==> src/rtl/utu_pkg.sv <==
// Shared types and constants for the UTF-8 to UTF-16 transcoder.
package utu_pkg;

    typedef enum logic [1:0] {
        PH_IDLE    = 2'd0,
        PH_COLLECT = 2'd1,
        PH_DROP    = 2'd2
    } phase_t;

    localparam logic [1:0] ST_UNIT  = 2'd0;
    localparam logic [1:0] ST_END   = 2'd1;
    localparam logic [1:0] ST_ERROR = 2'd2;

    localparam logic [15:0] CAPACITY_RESET = 16'd4096;

    localparam logic [20:0] LIMIT_SEQ1  = 21'h00007f;
    localparam logic [20:0] LIMIT_SEQ2  = 21'h0007ff;
    localparam logic [20:0] LIMIT_SEQ3  = 21'h00ffff;
    localparam logic [20:0] MAX_CODE    = 21'h10ffff;
    localparam logic [20:0] PLANE1_BASE = 21'h010000;
    localparam logic [15:0] HIGH_BASE   = 16'hd800;
    localparam logic [15:0] LOW_BASE    = 16'hdc00;

    localparam logic [7:0] LEAD4_MIN = 8'hf0;
    localparam logic [7:0] LEAD3_MIN = 8'he0;
    localparam logic [7:0] LEAD2_MIN = 8'hc2;
    localparam logic [7:0] ASCII_END = 8'h80;

    typedef struct packed {
        logic [15:0] code_unit;
        logic [1:0]  status;
        logic        last;
    } result_t;

endpackage

==> src/rtl/utu_decode.sv <==
// Decoder state and per-byte conversion logic for the UTF-8 to UTF-16 transcoder.
module utu_decode
(
    input  logic               clk,
    input  logic               rst_n,
    input  logic               fire,
    input  logic [7:0]         in_byte,
    input  logic [15:0]        out_capacity,
    output logic [1:0]         res_count,
    output utu_pkg::result_t   res0,
    output utu_pkg::result_t   res1
);

    utu_pkg::phase_t phase_reg, phase_next;
    logic [1:0]  bytes_left_reg, bytes_left_next;
    logic [1:0]  seq_length_reg, seq_length_next;
    logic [20:0] acc_reg, acc_next;
    logic [15:0] units_reg, units_next;

    logic [16:0] units_plus1;
    logic        free1;
    logic        free2;
    logic [20:0] acc_shift;
    logic [1:0]  bytes_dec;
    logic [20:0] limit;
    logic [20:0] plane_off;
    logic        fail;
    logic [1:0]  count;

    always_comb
    begin
        units_plus1 = {1'b0, units_reg} + 17'd1;
        free1       = out_capacity > units_reg;
        free2       = {1'b0, out_capacity} > units_plus1;
        acc_shift   = {acc_reg[14:0], in_byte[5:0]};
        bytes_dec   = bytes_left_reg - 2'd1;
        plane_off   = acc_shift - utu_pkg::PLANE1_BASE;
        case (seq_length_reg)
            2'd3:    limit = utu_pkg::LIMIT_SEQ3;
            2'd2:    limit = utu_pkg::LIMIT_SEQ2;
            default: limit = utu_pkg::LIMIT_SEQ1;
        endcase
    end

    always_comb
    begin
        phase_next      = phase_reg;
        bytes_left_next = bytes_left_reg;
        seq_length_next = seq_length_reg;
        acc_next        = acc_reg;
        units_next      = units_reg;
        fail            = 1'b0;
        count           = 2'd0;
        res0            = '{code_unit: 16'd0, status: utu_pkg::ST_UNIT, last: 1'b1};
        res1            = '{code_unit: 16'd0, status: utu_pkg::ST_UNIT, last: 1'b1};

        unique case (phase_reg)
            utu_pkg::PH_DROP:
            begin
                if (in_byte == 8'd0)
                begin
                    phase_next = utu_pkg::PH_IDLE;
                    units_next = 16'd0;
                end
            end
            utu_pkg::PH_COLLECT:
            begin
                if (in_byte < utu_pkg::ASCII_END)
                begin
                    fail = 1'b1;
                end
                else
                begin
                    acc_next        = acc_shift;
                    bytes_left_next = bytes_dec;
                    if (bytes_dec == 2'd0)
                    begin
                        if (acc_shift <= limit || acc_shift > utu_pkg::MAX_CODE || !free2)
                        begin
                            fail = 1'b1;
                        end
                        else
                        begin
                            phase_next      = utu_pkg::PH_IDLE;
                            seq_length_next = 2'd0;
                            acc_next        = 21'd0;
                            if (acc_shift > utu_pkg::LIMIT_SEQ3)
                            begin
                                res0.code_unit = utu_pkg::HIGH_BASE
                                                 + {6'd0, plane_off[19:10]};
                                res0.last      = 1'b0;
                                res1.code_unit = utu_pkg::LOW_BASE
                                                 + {6'd0, plane_off[9:0]};
                                count          = 2'd2;
                                units_next     = units_reg + 16'd2;
                            end
                            else
                            begin
                                res0.code_unit = acc_shift[15:0];
                                count          = 2'd1;
                                units_next     = units_plus1[15:0];
                            end
                        end
                    end
                end
            end
            default:
            begin
                phase_next = utu_pkg::PH_IDLE;
                if (in_byte < utu_pkg::ASCII_END)
                begin
                    if (!free1)
                    begin
                        fail = 1'b1;
                    end
                    else if (in_byte == 8'd0)
                    begin
                        res0.status = utu_pkg::ST_END;
                        count       = 2'd1;
                        units_next  = 16'd0;
                    end
                    else
                    begin
                        res0.code_unit = {8'd0, in_byte};
                        count          = 2'd1;
                        units_next     = units_plus1[15:0];
                    end
                end
                else if (!free2)
                begin
                    fail = 1'b1;
                end
                else if (in_byte >= utu_pkg::LEAD4_MIN)
                begin
                    acc_next        = {18'd0, in_byte[2:0]};
                    seq_length_next = 2'd3;
                    bytes_left_next = 2'd3;
                    phase_next      = utu_pkg::PH_COLLECT;
                end
                else if (in_byte >= utu_pkg::LEAD3_MIN)
                begin
                    acc_next        = {17'd0, in_byte[3:0]};
                    seq_length_next = 2'd2;
                    bytes_left_next = 2'd2;
                    phase_next      = utu_pkg::PH_COLLECT;
                end
                else if (in_byte >= utu_pkg::LEAD2_MIN)
                begin
                    acc_next        = {16'd0, in_byte[4:0]};
                    seq_length_next = 2'd1;
                    bytes_left_next = 2'd1;
                    phase_next      = utu_pkg::PH_COLLECT;
                end
                else
                begin
                    fail = 1'b1;
                end
            end
        endcase

        if (fail)
        begin
            res0            = '{code_unit: 16'd0, status: utu_pkg::ST_ERROR, last: 1'b1};
            count           = 2'd1;
            bytes_left_next = 2'd0;
            seq_length_next = 2'd0;
            acc_next        = 21'd0;
            if (in_byte == 8'd0)
            begin
                phase_next = utu_pkg::PH_IDLE;
                units_next = 16'd0;
            end
            else
            begin
                phase_next = utu_pkg::PH_DROP;
            end
        end

        res_count = fire ? count : 2'd0;
    end

    always_ff @(posedge clk or negedge rst_n)
    begin
        if (!rst_n)
        begin
            phase_reg      <= utu_pkg::PH_IDLE;
            bytes_left_reg <= 2'd0;
            seq_length_reg <= 2'd0;
            acc_reg        <= 21'd0;
            units_reg      <= 16'd0;
        end
        else if (fire)
        begin
            phase_reg      <= phase_next;
            bytes_left_reg <= bytes_left_next;
            seq_length_reg <= seq_length_next;
            acc_reg        <= acc_next;
            units_reg      <= units_next;
        end
    end

endmodule

==> src/rtl/utu_out_queue.sv <==
// Two-slot result register feeding the output stream of the transcoder.
module utu_out_queue
(
    input  logic               clk,
    input  logic               rst_n,
    input  logic [1:0]         push_count,
    input  utu_pkg::result_t   push0,
    input  utu_pkg::result_t   push1,
    input  logic               pop_ready,
    output logic               room,
    output logic               head_valid,
    output utu_pkg::result_t   head
);

    logic [1:0]       count_reg, count_next;
    utu_pkg::result_t slot0_reg, slot0_next;
    utu_pkg::result_t slot1_reg, slot1_next;
    logic             pop;
    logic [1:0]       remain;

    always_comb
    begin
        pop        = (count_reg != 2'd0) && pop_ready;
        remain     = count_reg - {1'b0, pop};
        room       = remain == 2'd0;
        slot0_next = pop ? slot1_reg : slot0_reg;
        slot1_next = slot1_reg;
        if (push_count != 2'd0)
        begin
            slot0_next = push0;
            slot1_next = push1;
        end
        count_next = remain + push_count;
        head_valid = count_reg != 2'd0;
        head       = slot0_reg;
    end

    always_ff @(posedge clk or negedge rst_n)
    begin
        if (!rst_n)
        begin
            count_reg <= 2'd0;
        end
        else
        begin
            count_reg <= count_next;
        end
    end

    always_ff @(posedge clk)
    begin
        slot0_reg <= slot0_next;
        slot1_reg <= slot1_next;
    end

endmodule

==> src/rtl/utf8_to_utf16_transcoder.sv <==
// Top level of the UTF-8 to UTF-16 transcoder: input register, decoder, result queue.
//
//  channel   direction  tdata                  tuser          tlast
//  s_axis    in         [7:0] in_byte          -              -
//  m_axis    out        [15:0] code_unit       [1:0] status   last
//  cfg       in         [15:0] out_capacity    -              -
//
// One byte is taken per cycle while the result queue has room; a byte is held in the
// input register, decoded, and its results are registered in the result queue.
// A byte that decodes to a surrogate pair yields two results, the high unit first.
// Reset returns the decoder to idle, clears the unit count and sets capacity 4096.
// A stalled output holds the queue; the input register then holds its byte.
module utf8_to_utf16_transcoder
(
    input  logic        clk,
    input  logic        rst_n,
    input  logic        s_axis_tvalid,
    output logic        s_axis_tready,
    input  logic [7:0]  s_axis_tdata,   // [7:0] in_byte
    output logic        m_axis_tvalid,
    input  logic        m_axis_tready,
    output logic [15:0] m_axis_tdata,   // [15:0] code_unit
    output logic [1:0]  m_axis_tuser,   // [1:0] status
    output logic        m_axis_tlast,
    input  logic        cfg_we,
    input  logic [15:0] cfg_wdata       // [15:0] out_capacity
);

    logic             in_valid_reg;
    logic [7:0]       in_byte_reg;
    logic [15:0]      capacity_reg;
    logic             room;
    logic             fire;
    logic [1:0]       res_count;
    utu_pkg::result_t res0;
    utu_pkg::result_t res1;
    utu_pkg::result_t head;

    assign fire          = in_valid_reg && room;
    assign s_axis_tready = !in_valid_reg || fire;

    always_ff @(posedge clk or negedge rst_n)
    begin
        if (!rst_n)
        begin
            in_valid_reg <= 1'b0;
            capacity_reg <= utu_pkg::CAPACITY_RESET;
        end
        else
        begin
            if (s_axis_tready)
            begin
                in_valid_reg <= s_axis_tvalid;
            end
            if (cfg_we)
            begin
                capacity_reg <= cfg_wdata;
            end
        end
    end

    always_ff @(posedge clk)
    begin
        if (s_axis_tvalid && s_axis_tready)
        begin
            in_byte_reg <= s_axis_tdata;
        end
    end

    utu_decode u_decode
    (
        .clk          (clk),
        .rst_n        (rst_n),
        .fire         (fire),
        .in_byte      (in_byte_reg),
        .out_capacity (capacity_reg),
        .res_count    (res_count),
        .res0         (res0),
        .res1         (res1)
    );

    utu_out_queue u_out_queue
    (
        .clk        (clk),
        .rst_n      (rst_n),
        .push_count (res_count),
        .push0      (res0),
        .push1      (res1),
        .pop_ready  (m_axis_tready),
        .room       (room),
        .head_valid (m_axis_tvalid),
        .head       (head)
    );

    assign m_axis_tdata = head.code_unit;
    assign m_axis_tuser = head.status;
    assign m_axis_tlast = head.last;

endmodule

==> config.mk <==
export PLATFORM = sky130hd
export DESIGN_NAME = utf8_to_utf16_transcoder
export DESIGN_NICKNAME = d
export VERILOG_FILES = /design/src/rtl/utu_pkg.sv /design/src/rtl/utu_decode.sv /design/src/rtl/utu_out_queue.sv /design/src/rtl/utf8_to_utf16_transcoder.sv
export SDC_FILE = /design/constraint.sdc
export NUM_CORES = 1
export LEC_CHECK = 0
export BUFFER_PORTS_ARGS = -buffer_cell sky130_fd_sc_hd__buf_2
export CORE_MARGIN = 1
export CORE_UTILIZATION = 42
export DETAILED_ROUTE_END_ITERATION = 16
export PLACE_DENSITY_LB_ADDON = 0.1
export SLEW_MARGIN = 25
export SYNTH_ARGS = -nofsm -noshare
export SYNTH_HDL_FRONTEND = slang
export SYNTH_SLANG_ARGS = --single-unit
export TNS_END_PERCENT = 100
==> constraint.sdc <==
create_clock -name clk -period 4.9 [get_ports clk]
set_input_delay 0.245 -clock clk [delete_from_list [all_inputs] [get_ports clk]]
set_output_delay 0.245 -clock clk [all_outputs]
set_load 0.02 [all_outputs]
==> results of run 1 <==
[per-layer routing]
metal	vias to the layer above	share of wire	global-route usage
met3	29	0.066	0.04151
met1	2780	0.48	0.3841
met2	226	0.44	0.3899
met5	-	0	0
li1	2632	-	-
met4	0	0.017	0.08393
[synth_stat cells, drive strengths merged (18+ instances only)]
cell type	number	share of area
inv	40	0.023
mux2	18	0.032
ha	48	0.094
a21oi	31	0.024
nor2	55	0.032
xnor2	21	0.029
nand3	26	0.023
clkbuf	19	0.011
o21ai	39	0.031
edfxtp	38	0.18
dfrtp	55	0.22
nand2	58	0.034
[area by class of cell]
cell class                      count  area, um^2
Sequential cell                    94        2544
Clock inverter                      7       62.56
Timing Repair Buffer               74       445.4
Inverter                           42       157.7
Fill cell                        1416        7437
Clock buffer                        9       225.2
Multi-Input combinational cell    508        3597
Tap cell                          184       230.2
[kinds of logic after synthesis]
group,Yosys count
AO/OA/AOI/OAI,178
XOR/XNOR,21
adder cells (fa/ha/maj),48
buffers and inverters,68
flip-flops,94
multiplexers,35
AND/OR/NAND/NOR,226
[placed cells by master (no fill, tap or decap), types with 12 or more instances in the layout]
| master | instances |
|---|---|
| a21oi_1 | 31 |
| and2_1 | 16 |
| buf_2 | 49 |
| buf_4 | 24 |
| dfrtp_1 | 55 |
| edfxtp_1 | 38 |
| ha_1 | 48 |
| inv_1 | 40 |
| mux2_2 | 18 |
| mux2i_1 | 17 |
| nand2_1 | 58 |
| nand3_1 | 24 |
| nand4_1 | 16 |
| nor2_1 | 55 |
| nor3_1 | 13 |
| nor4_1 | 12 |
| o21a_1 | 13 |
| o21ai_0 | 36 |
| xnor2_1 | 21 |
[worst reg2reg max path, stage by stage (launching register included)]
cell       delay (ns)
dfrtp_1          0.51
inv_1            0.17
nor2_1           0.28
nand3_1          0.19
nor2_1           0.14
buf_4            0.15
and3_1           0.21
xnor2_1          0.10
ha_1             0.21
a21o_1           0.18
a2111oi_1        0.52
nand2b_1         0.09
a221o_1          0.30
and3_1           0.20
a31oi_2          0.27
o21ai_1          0.25
a211oi_2         0.31
mux2_2           0.36
[how the worst max path moves through the flow]
stage / from / end / slack, ns / cells past startpoint
after CTS: u_decode.units_reg[3] / u_decode.seq_length_reg[0] / 0.30 / 17
after detailed placement: u_decode.units_reg[3] / u_decode.seq_length_reg[0] / 0.34 / 17
after floorplan: u_decode.units_reg[0] / u_decode.seq_length_reg[0] / 0.82 / 15
final: u_decode.units_reg[3] / u_decode.seq_length_reg[0] / 0.33 / 17
after global placement: u_decode.units_reg[1] / u_decode.seq_length_reg[0] / 0.46 / 15
after global routing: u_decode.units_reg[3] / u_decode.acc_reg[14] / -0.04 / 18
[per-stage QoR]
stage / TNS [ns] / util / worst slack (ns) / cells / hold WS, ns
final: 0 / 0.4940 / 0.3276 / 918 / 0.05145
after global placement: 0 / 0.4736 / 0.4551 / 902 / 0.4217
after global routing: -0.07162 / 0.4940 / -0.04283 / 918 / 0.05056
after floorplan: 0 / - / 0.8157 / 670 / -0.05059
after detailed placement: 0 / 0.4736 / 0.3426 / 902 / 0.4231
after CTS: 0 / 0.4932 / 0.3022 / 918 / 0.04850
[power by group]
part | leakage [nW] | switching, mW | internal [mW]
logic | 1.73 | 1.85 | 1.02
clock network | 0.145 | 0.355 | 0.358
registers | 1.07 | 0.283 | 1.17
total | 2.94 | 2.49 | 2.55
==> impl_metrics.toml, run 1 <==
[critical_path]
path_buf_inv = 2
crit_family = "compound AO/OA/AOI/OAI gates"
worst-endpoint-required_ns = 5.14
worstPathCellList = "inv_1 > nor2_1 > nand3_1 > nor2_1 > buf_4 > and3_1 > xnor2_1 > ha_1 > a21o_1 > a2111oi_1 > nand2b_1 > a221o_1 > and3_1 > a31oi_2 > o21ai_1 > a211oi_2 > mux2_2"
arrival_ns = 4.81
reg2reg_from = "u_decode.units_reg[3]"
slowest_delay_ns = 0.52
path_max_fanout = 7
r2r_setup_slack_ns = 0.33
worstSetupPathType = "reg2reg"
cp-start-kind = "flip-flop"
crit_slowest_cell = "a2111oi_1"
reg2reg_depth = 17
end_kind = "flip-flop"
rr_endpoint = "u_decode.seq_length_reg[0]"

[cts]
cts_buffers = 9
htreeDepth = 3
cts_setup_buffers = 0
cts-root-buf = "clkbuf_16"
cts_tree = "yes"
cts_sinks = 94
clk_pin_slew_ns = 0.07
post_cts_resized = 0
clk_latency_ns = 0.36
cts_buffer_depth = 2
ctsHoldBuffers = 0

[sta]
layout_min_cycle_time_ns = 4.572
fmax_ghz = 0.2187
setup_viol = 0
final_max_slew_viol_count = 0
final_hold_viol_count = 0
clock_skew_ns = 0.008475
worst_pin_slew_ns = 1.100
min_period_over_period = 0.9331
slew_headroom = 0.2600

[pwr]
power_density_mw_per_mm2 = 693.4
power_mw = 5.035
vdd_drop_max_v = 0.0004147
p_leak_nw = 2.940

[place]
dpl.hpwl_um = 14440
routabilityCongestion = 0.9112
portBuffers = 49
placed_area_mm2 = 0.006962

[logic_synthesis]
ys_async_sr_fraction = 0.5957
yosysWarnings = 0
synthMuxAreaShare = 0.05825
synthAdderAreaFrac = 0.09382
synth_top_family_by_area = "compound AO/OA/AOI/OAI gates"
synth-main-ff-cell = "dfrtp_1"
avgSynthCellArea_um2 = 9.554
ys_types = 73
synth-compound-area-share = 0.1970
syn_nets = 747
netlist_area_mm2 = 0.006401
synth_xor_area_frac = 0.02873
ys_ff_latch = 94
synth_edf_count = 38
synth-simple-area-share = 0.1812
synth_cells = 670
synth-seq-area-share = 0.3974

[die]
core_area_mm2 = 0.01470
boundaryPins = 50
start_util = 0.4355
chipWidth_um = 125.5
rows = 44
die_h_um = 125.5
die-area_mm2 = 0.01574

[flow_run]
maxCapViolations = 0

[global_routing]
grt_max_degree = 57
grt_pass1_vias = 5591
grt-ovfl-total = 0
track_usage = 0.2612
grt_antenna_before_repair = 0
grt_first_pass_wirelength_um = 31440

[route]
wl_per_cell_um = 21.30
viasPerCell = 6.173
dr_total_vias = 5667
drt.antenna.violating_nets = 0
initialDrtViolationCount = 380
routed_wl_um = 19550
route.detailed.drc = 2
drt_first_pass_iters = 13

[final_layout]
areaGrowthSynthToFinish_pct = 13.45
antenna_cells = 0
drive_gt1_frac = 0.1798
finalInstanceArea_mm2 = 0.007262
nNetsFinal = 806
largest_reg_flops = 19

[min_path]
hold_path_class = "in2async"

[outcome]
violations = "design-rule violations"
run_status = "finished, violations left"
No activity file was read; power rests on OpenSTA's default activity.
==> inputs of run 2 (changes only) <==
--- a/config.mk
+++ b/config.mk
@@ -6,8 +6,11 @@
 export NUM_CORES = 1
 export LEC_CHECK = 0
 export BUFFER_PORTS_ARGS = -buffer_cell sky130_fd_sc_hd__buf_2
+export CELL_PAD_IN_SITES_DETAIL_PLACEMENT = 1
+export CELL_PAD_IN_SITES_GLOBAL_PLACEMENT = 1
 export CORE_MARGIN = 1
 export CORE_UTILIZATION = 42
+export CTS_BUF_LIST = sky130_fd_sc_hd__clkbuf_4
 export DETAILED_ROUTE_END_ITERATION = 16
 export PLACE_DENSITY_LB_ADDON = 0.1
 export SLEW_MARGIN = 25
==> run 2 against run 1 <==
Largest cell class unchanged. Register-to-register slack worse by 0.02 ns. The run still ends with design-rule violations left. Critical path depth is 1 lower. Largest power group unchanged. Critical endpoint is now u_out_queue.head[4]. Clock skew is 0.0040 ns higher. Power is 2.9% lower. Core utilization is 0.82 points higher. Non-clock buffer count is 25 higher. Wire length is 9.2% higher. First-iteration DRC count is 12% higher. Sequential share of layout area is 0.57 points lower.
==> impl_metrics.toml, run 2 (same netlist as run 1, synthesis figures left out) <==
[critical_path]
reg2reg_depth = 16
crit_slowest_cell = "or4_1"
rr_endpoint = "u_out_queue.head[4]"
crit_top_cell = "nand3_1"
worstSetupPathType = "reg2reg"
path_buf_inv = 1
cp-start-kind = "flip-flop"
r2r_setup_slack_ns = 0.31
critical_path_depth = 16
arrival_ns = 4.97
slowest_delay_ns = 0.74
end_kind = "flip-flop"
worstPathCellList = "inv_1 > nor2_1 > nand3_1 > nor2_2 > nand3_1 > xnor2_1 > ha_1 > nand3_1 > nor4_1 > mux2_2 > mux2i_1 > nand3_2 > or4_1 > nor3_2 > a221oi_1 > nor2_1"
worst-endpoint-required_ns = 5.28
path_max_fanout = 7
crit_family = "simple AND/OR/NAND/NOR gates"
reg2reg_from = "u_decode.units_reg[3]"

[final_layout]
nNetsFinal = 831
final.fill_count = 1692
mostFrequentLayoutCell = "nand2_1"
postLayoutCoreUtil = 0.5022
drive_gt1_frac = 0.1779
final_cell_mix = "57 x nand2_1, 55 x dfrtp_1, 54 x nor2_1, 49 x buf_2, 48 x ha_1"
areaGrowthSynthToFinish_pct = 15.32
largest_reg_flops = 19
antenna_cells = 0

[sta]
fin_ws_ns = 0.3120
setup_viol = 0
slew_headroom = 0.3141
final_hold_viol_count = 0
layout_min_cycle_time_ns = 4.588
rsz0062_at_grt = "false"
fmax_ghz = 0.2180
min_period_over_period = 0.9363
worst_pin_slew_ns = 1.018
final_max_slew_viol_count = 0
final.setup.tns_ns = 0
clock_skew_ns = 0.01247

[global_routing]
grt_antenna_before_repair = 1
track_usage = 0.2842
grt_pass1_vias = 6182
grt-ovfl-total = 0
grt_max_degree = 57
grt_first_pass_wirelength_um = 34470

[route]
drt.antenna.violating_nets = 0
wl_per_cell_um = 22.63
routed_wl_um = 21340
dr_total_vias = 5855
initialDrtViolationCount = 425
viasPerCell = 6.209
drt_first_pass_iters = 13
route.detailed.drc = 1

[cts]
cts_tree = "yes"
clk_pin_slew_ns = 0.18
cts_buffer_depth = 2
htreeDepth = 3
clk_latency_ns = 0.51
cts_buffers = 9
cts_sinks = 94
cts-root-buf = "clkbuf_4"
cts_setup_buffers = 0

[pwr]
power_density_mw_per_mm2 = 662.3
vdd_drop_max_v = 0.0004373
p_leak_nw = 2.964

[die]
core_area_mm2 = 0.01470
chipWidth_um = 125.5
rows = 44
die-area_mm2 = 0.01574
die_h_um = 125.5
start_util = 0.4355
boundaryPins = 50

[min_path]
hp-start = "cfg_we"
hold_depth = 3
hold_path_class = "in2reg"
hold_end = "capacity_reg[0]"

[place]
routabilityCongestion = 0.9568
dpl_worst_slack_ns = 0.2618
portBuffers = 49
dpl.hpwl_um = 15920

[outcome]
run_status = "finished, violations left"
violations = "design-rule violations"

[flow_run]
maxCapViolations = 0
run 2: what timing repair did:
item	CTS	global route
hold buffers	26	0
endpoints found under the hold margin	80	0
setup endpoints to repair	0	46
gates resized for setup	0	7
run 2: metrics by stage:
stage	power (mW)	cell area (um^2)	hold WS [ns]	instances
after floorplan	3.337	6401	-0.05059	670
after global placement	4.233	6954	0.4212	901
after detailed placement	4.354	6954	0.4237	901
after CTS	4.834	7357	0.1596	943
after global routing	5.233	7382	0.1987	943
final	4.889	7382	0.1752	943
run 2: worst max-delay path by stage:
stage / start / endpoint / slack (ns)
6_report: u_decode.units_reg[3] / u_out_queue.head[4] / 0.31
3_5_place_dp: u_decode.units_reg[1] / u_decode.seq_length_reg[0] / 0.26
2_1_floorplan: u_decode.units_reg[0] / u_decode.seq_length_reg[0] / 0.82
4_1_cts: u_decode.units_reg[1] / u_decode.seq_length_reg[0] / 0.20
5_1_grt: u_decode.units_reg[4] / u_out_queue.head[17] / 0.04
3_3_place_gp: u_decode.units_reg[1] / u_decode.phase_reg[0] / 0.41
run 2: area by class of cell:
type                            count  area [um^2]  share of cell area
Tap cell                          184        230.2             0.03119
Timing Repair Buffer               99        698.2             0.09458
Clock inverter                      7        75.07             0.01017
Clock buffer                        9        67.56            0.009153
Multi-Input combinational cell    508         3606              0.4885
Inverter                           42        161.4             0.02186
Sequential cell                    94         2544              0.3446
run 2: worst register-to-register path, cell delays in order, from the launching register on:
cell      delay [ns]
dfrtp_1         0.40
inv_1           0.12
nor2_1          0.31
nand3_1         0.21
nor2_2          0.32
nand3_1         0.15
xnor2_1         0.26
ha_1            0.32
nand3_1         0.10
nor4_1          0.07
mux2_2          0.27
mux2i_1         0.23
nand3_2         0.23
or4_1           0.74
nor3_2          0.43
a221oi_1        0.16
nor2_1          0.14
run 2: power by group:
group | switching (mW) | leakage, nW | internal, mW
registers | 0.285 | 1.07 | 1.17
clock network | 0.345 | 0.0752 | 0.122
logic | 1.94 | 1.82 | 1.03
total | 2.57 | 2.96 | 2.32
run 2: layer usage:
layer	up-vias	share of wire	track usage
li1	2682	-	-
met1	2936	0.47	0.3975
met2	212	0.46	0.4582
met3	25	0.057	0.04750
met4	0	0.012	0.06743
met5	-	0	0
==> inputs of run 3 (changes only) <==
--- a/config.mk
+++ b/config.mk
@@ -9,7 +9,7 @@
 export CELL_PAD_IN_SITES_DETAIL_PLACEMENT = 1
 export CELL_PAD_IN_SITES_GLOBAL_PLACEMENT = 1
 export CORE_MARGIN = 1
-export CORE_UTILIZATION = 42
+export CORE_UTILIZATION = 49
 export CTS_BUF_LIST = sky130_fd_sc_hd__clkbuf_4
 export DETAILED_ROUTE_END_ITERATION = 16
 export PLACE_DENSITY_LB_ADDON = 0.1
==> run 3 against run 2 <==
The run now ends clean. Design area decreased by 0.54%. First-iteration DRC count decreased by 1.4%. Combinational power decreased by 2%. Clock skew increased by 0.014 ns. Non-clock buffer count decreased by 2. Power decreased by 1.5%. Global-route usage increased by 4.2 points. Count of clock-buffer cells in the layout unchanged. Die area decreased by 14%. Maximum frequency decreased by 0.43%. Sequential power about the same. Sequential share of layout area increased by 0.19 points.
==> impl_metrics.toml, run 3 (same netlist as run 1, synthesis figures left out) <==
[die]
die-area_mm2 = 0.01352
rows = 41
boundaryPins = 50
start_util = 0.5052
die_h_um = 116.3
core_area_mm2 = 0.01267
chipWidth_um = 116.3

[critical_path]
arrival_ns = 4.97
worstSetupPathType = "reg2reg"
end_kind = "flip-flop"
worst-endpoint-required_ns = 5.26
path_buf_inv = 2
crit_slowest_cell = "or4_1"
slowest_delay_ns = 0.73
crit_top_cell = "nor2_1"
crit_family = "simple AND/OR/NAND/NOR gates"
path_max_fanout = 7
critPathLaunch = "u_decode.units_reg[3]"
worstPathCellList = "inv_1 > nor2_2 > nand3_1 > nor2_1 > buf_4 > and3_1 > xnor2_1 > ha_1 > nand4_1 > nor4_1 > mux2_2 > mux2i_1 > nand3_2 > or4_1 > nor3_2 > a221oi_1 > nor2_1"
critical_path_depth = 17
reg2reg_from = "u_decode.units_reg[3]"
reg2reg_depth = 17
cp-start-kind = "flip-flop"

[sta]
final_hold_viol_count = 0
fmax_ghz = 0.2170
clock_skew_ns = 0.02638
slew_headroom = 0.4163
layout_min_cycle_time_ns = 4.608
setup_viol = 0
min_period_over_period = 0.9404
final_max_slew_viol_count = 0
worst_pin_slew_ns = 0.8731

[pwr]
power_density_mw_per_mm2 = 656.2
power_mw = 4.818
internal-power_mw = 2.295
p_clk_frac = 0.091
seqPwrFrac = 0.303
swShare = 0.5237
p_sw_mw = 2.523
p_leak_nw = 2.964
pwr-share-comb = 0.605
vdd_drop_max_v = 0.0005106

[route]
routed_wl_um = 20710
initialDrtViolationCount = 419
dr_total_vias = 5811
drt_first_pass_iters = 4
wl_per_cell_um = 22.27
drt.antenna.violating_nets = 0
route.detailed.drc = 0
viasPerCell = 6.248

[final_layout]
largest_reg_flops = 19
final.fill_count = 1473
final_cells = 930
nNetsFinal = 829
areaGrowthSynthToFinish_pct = 14.70
drive_gt1_frac = 0.1717
final_cell_mix = "58 x nand2_1, 55 x dfrtp_1, 54 x nor2_1, 49 x buf_2, 48 x ha_1"
mostFrequentLayoutCell = "nand2_1"

[global_routing]
grt_max_degree = 57
grt_first_pass_wirelength_um = 33000
grt_antenna_before_repair = 0
track_usage = 0.3267
grt-ovfl-total = 0
grt_pass1_vias = 5947

[cts]
cts_buffers = 9
cts_buffer_depth = 2
clk_latency_ns = 0.51
clk_pin_slew_ns = 0.19
htreeDepth = 3
cts-root-buf = "clkbuf_4"
cts_sinks = 94
cts_tree = "yes"

[outcome]
run_status = "completed"

[min_path]
hp-start = "cfg_we"
hold_path_class = "in2reg"
hold_depth = 3

[place]
routabilityCongestion = 0.9247
dpl.hpwl_um = 15250
portBuffers = 49
place_inst = 886

[flow_run]
maxCapViolations = 0
-- run 3: cell count changes in the layout (fill, tap and decap cells not counted), moves of 2 or more --
cell / delta
buf_4: -2
o21ai_1: +2
inv_6: +2
clkinvlp_4: -2
-- run 3: power groups by stage --
stage                     clock (mW)  combinational (mW)  sequential (mW)
after floorplan                    0                1.87             1.46
after global placement             0                2.73             1.45
after detailed placement           0                2.84             1.47
after CTS                      0.447                2.87             1.45
after global routing           0.471                3.18             1.50
final                          0.440                2.92             1.46
-- run 3: final timing paths --
path / to / slack, ns
worst max-delay path: u_out_queue.head[4] / 0.29
worst min-delay path: capacity_reg[0] / 0.19
worst max register to register: u_out_queue.head[4] / 0.29
worst min register to register: u_decode.bytes_left_reg[1] / 0.52
max in group asynchronous: u_decode.bytes_left_reg[0] / 3.97
min in group asynchronous: capacity_reg[4] / 0.40
-- run 3: layout make-up --
| class | count | area, um^2 | share of cell area |
|---|---|---|---|
| Sequential cell | 94 | 2544 | 0.3465 |
| Inverter | 42 | 157.7 | 0.02147 |
| Tap cell | 172 | 215.2 | 0.02931 |
| Multi-Input combinational cell | 508 | 3610 | 0.4916 |
| Clock buffer | 9 | 67.56 | 0.009202 |
| Clock inverter | 7 | 62.56 | 0.008521 |
| Timing Repair Buffer | 97 | 683.2 | 0.09305 |
| Antenna cell | 1 | 2.502 | 0.0003408 |
-- run 3: per-stage QoR --
| step | area, um^2 | TNS, ns | setup WS (ns) | hold slack [ns] | util |
|---|---|---|---|---|---|
| 2_1_floorplan | 6401 | 0 | 0.8157 | -0.05059 | - |
| 3_3_place_gp | 6904 | 0 | 0.3912 | 0.4214 | 0.5449 |
| 3_5_place_dp | 6919 | 0 | 0.2183 | 0.4237 | 0.5461 |
| 4_1_cts | 7310 | 0 | 0.1410 | 0.1360 | 0.5769 |
| 5_1_grt | 7340 | -0.007734 | -0.007734 | 0.2075 | 0.5792 |
| 6_report | 7342 | 0 | 0.2921 | 0.1876 | 0.5794 |
-- run 3: layer usage --
metal / GRT usage / up-vias / routed length [um] / share of wire
met3: 0.05968 / 25 / 1417 / 0.068
met2: 0.4986 / 189 / 9438 / 0.46
li1: - / 2684 / - / -
met1: 0.4673 / 2913 / 9551 / 0.46
met5: 0 / - / 0 / 0
met4: 0.1034 / 0 / 306 / 0.015
-- run 3: worst reg2reg max path, cell delays in order, from the launching register on --
cell and delay [ns]:
dfrtp_1 0.55, inv_1 0.21, nor2_2 0.23, nand3_1 0.19
nor2_1 0.14, buf_4 0.16, and3_1 0.25, xnor2_1 0.14
ha_1 0.26, nand4_1 0.10, nor4_1 0.07, mux2_2 0.27
mux2i_1 0.20, nand3_2 0.19, or4_1 0.73, nor3_2 0.45
a221oi_1 0.16, nor2_1 0.15
-- run 3: timing repair --
item                                    4_1_cts  5_1_grt
endpoints found under the setup margin        0       45
buffers inserted                              0        1
hold buffers                                 26        0
hold endpoints to repair                     80        0
gates resized for setup                       0        3
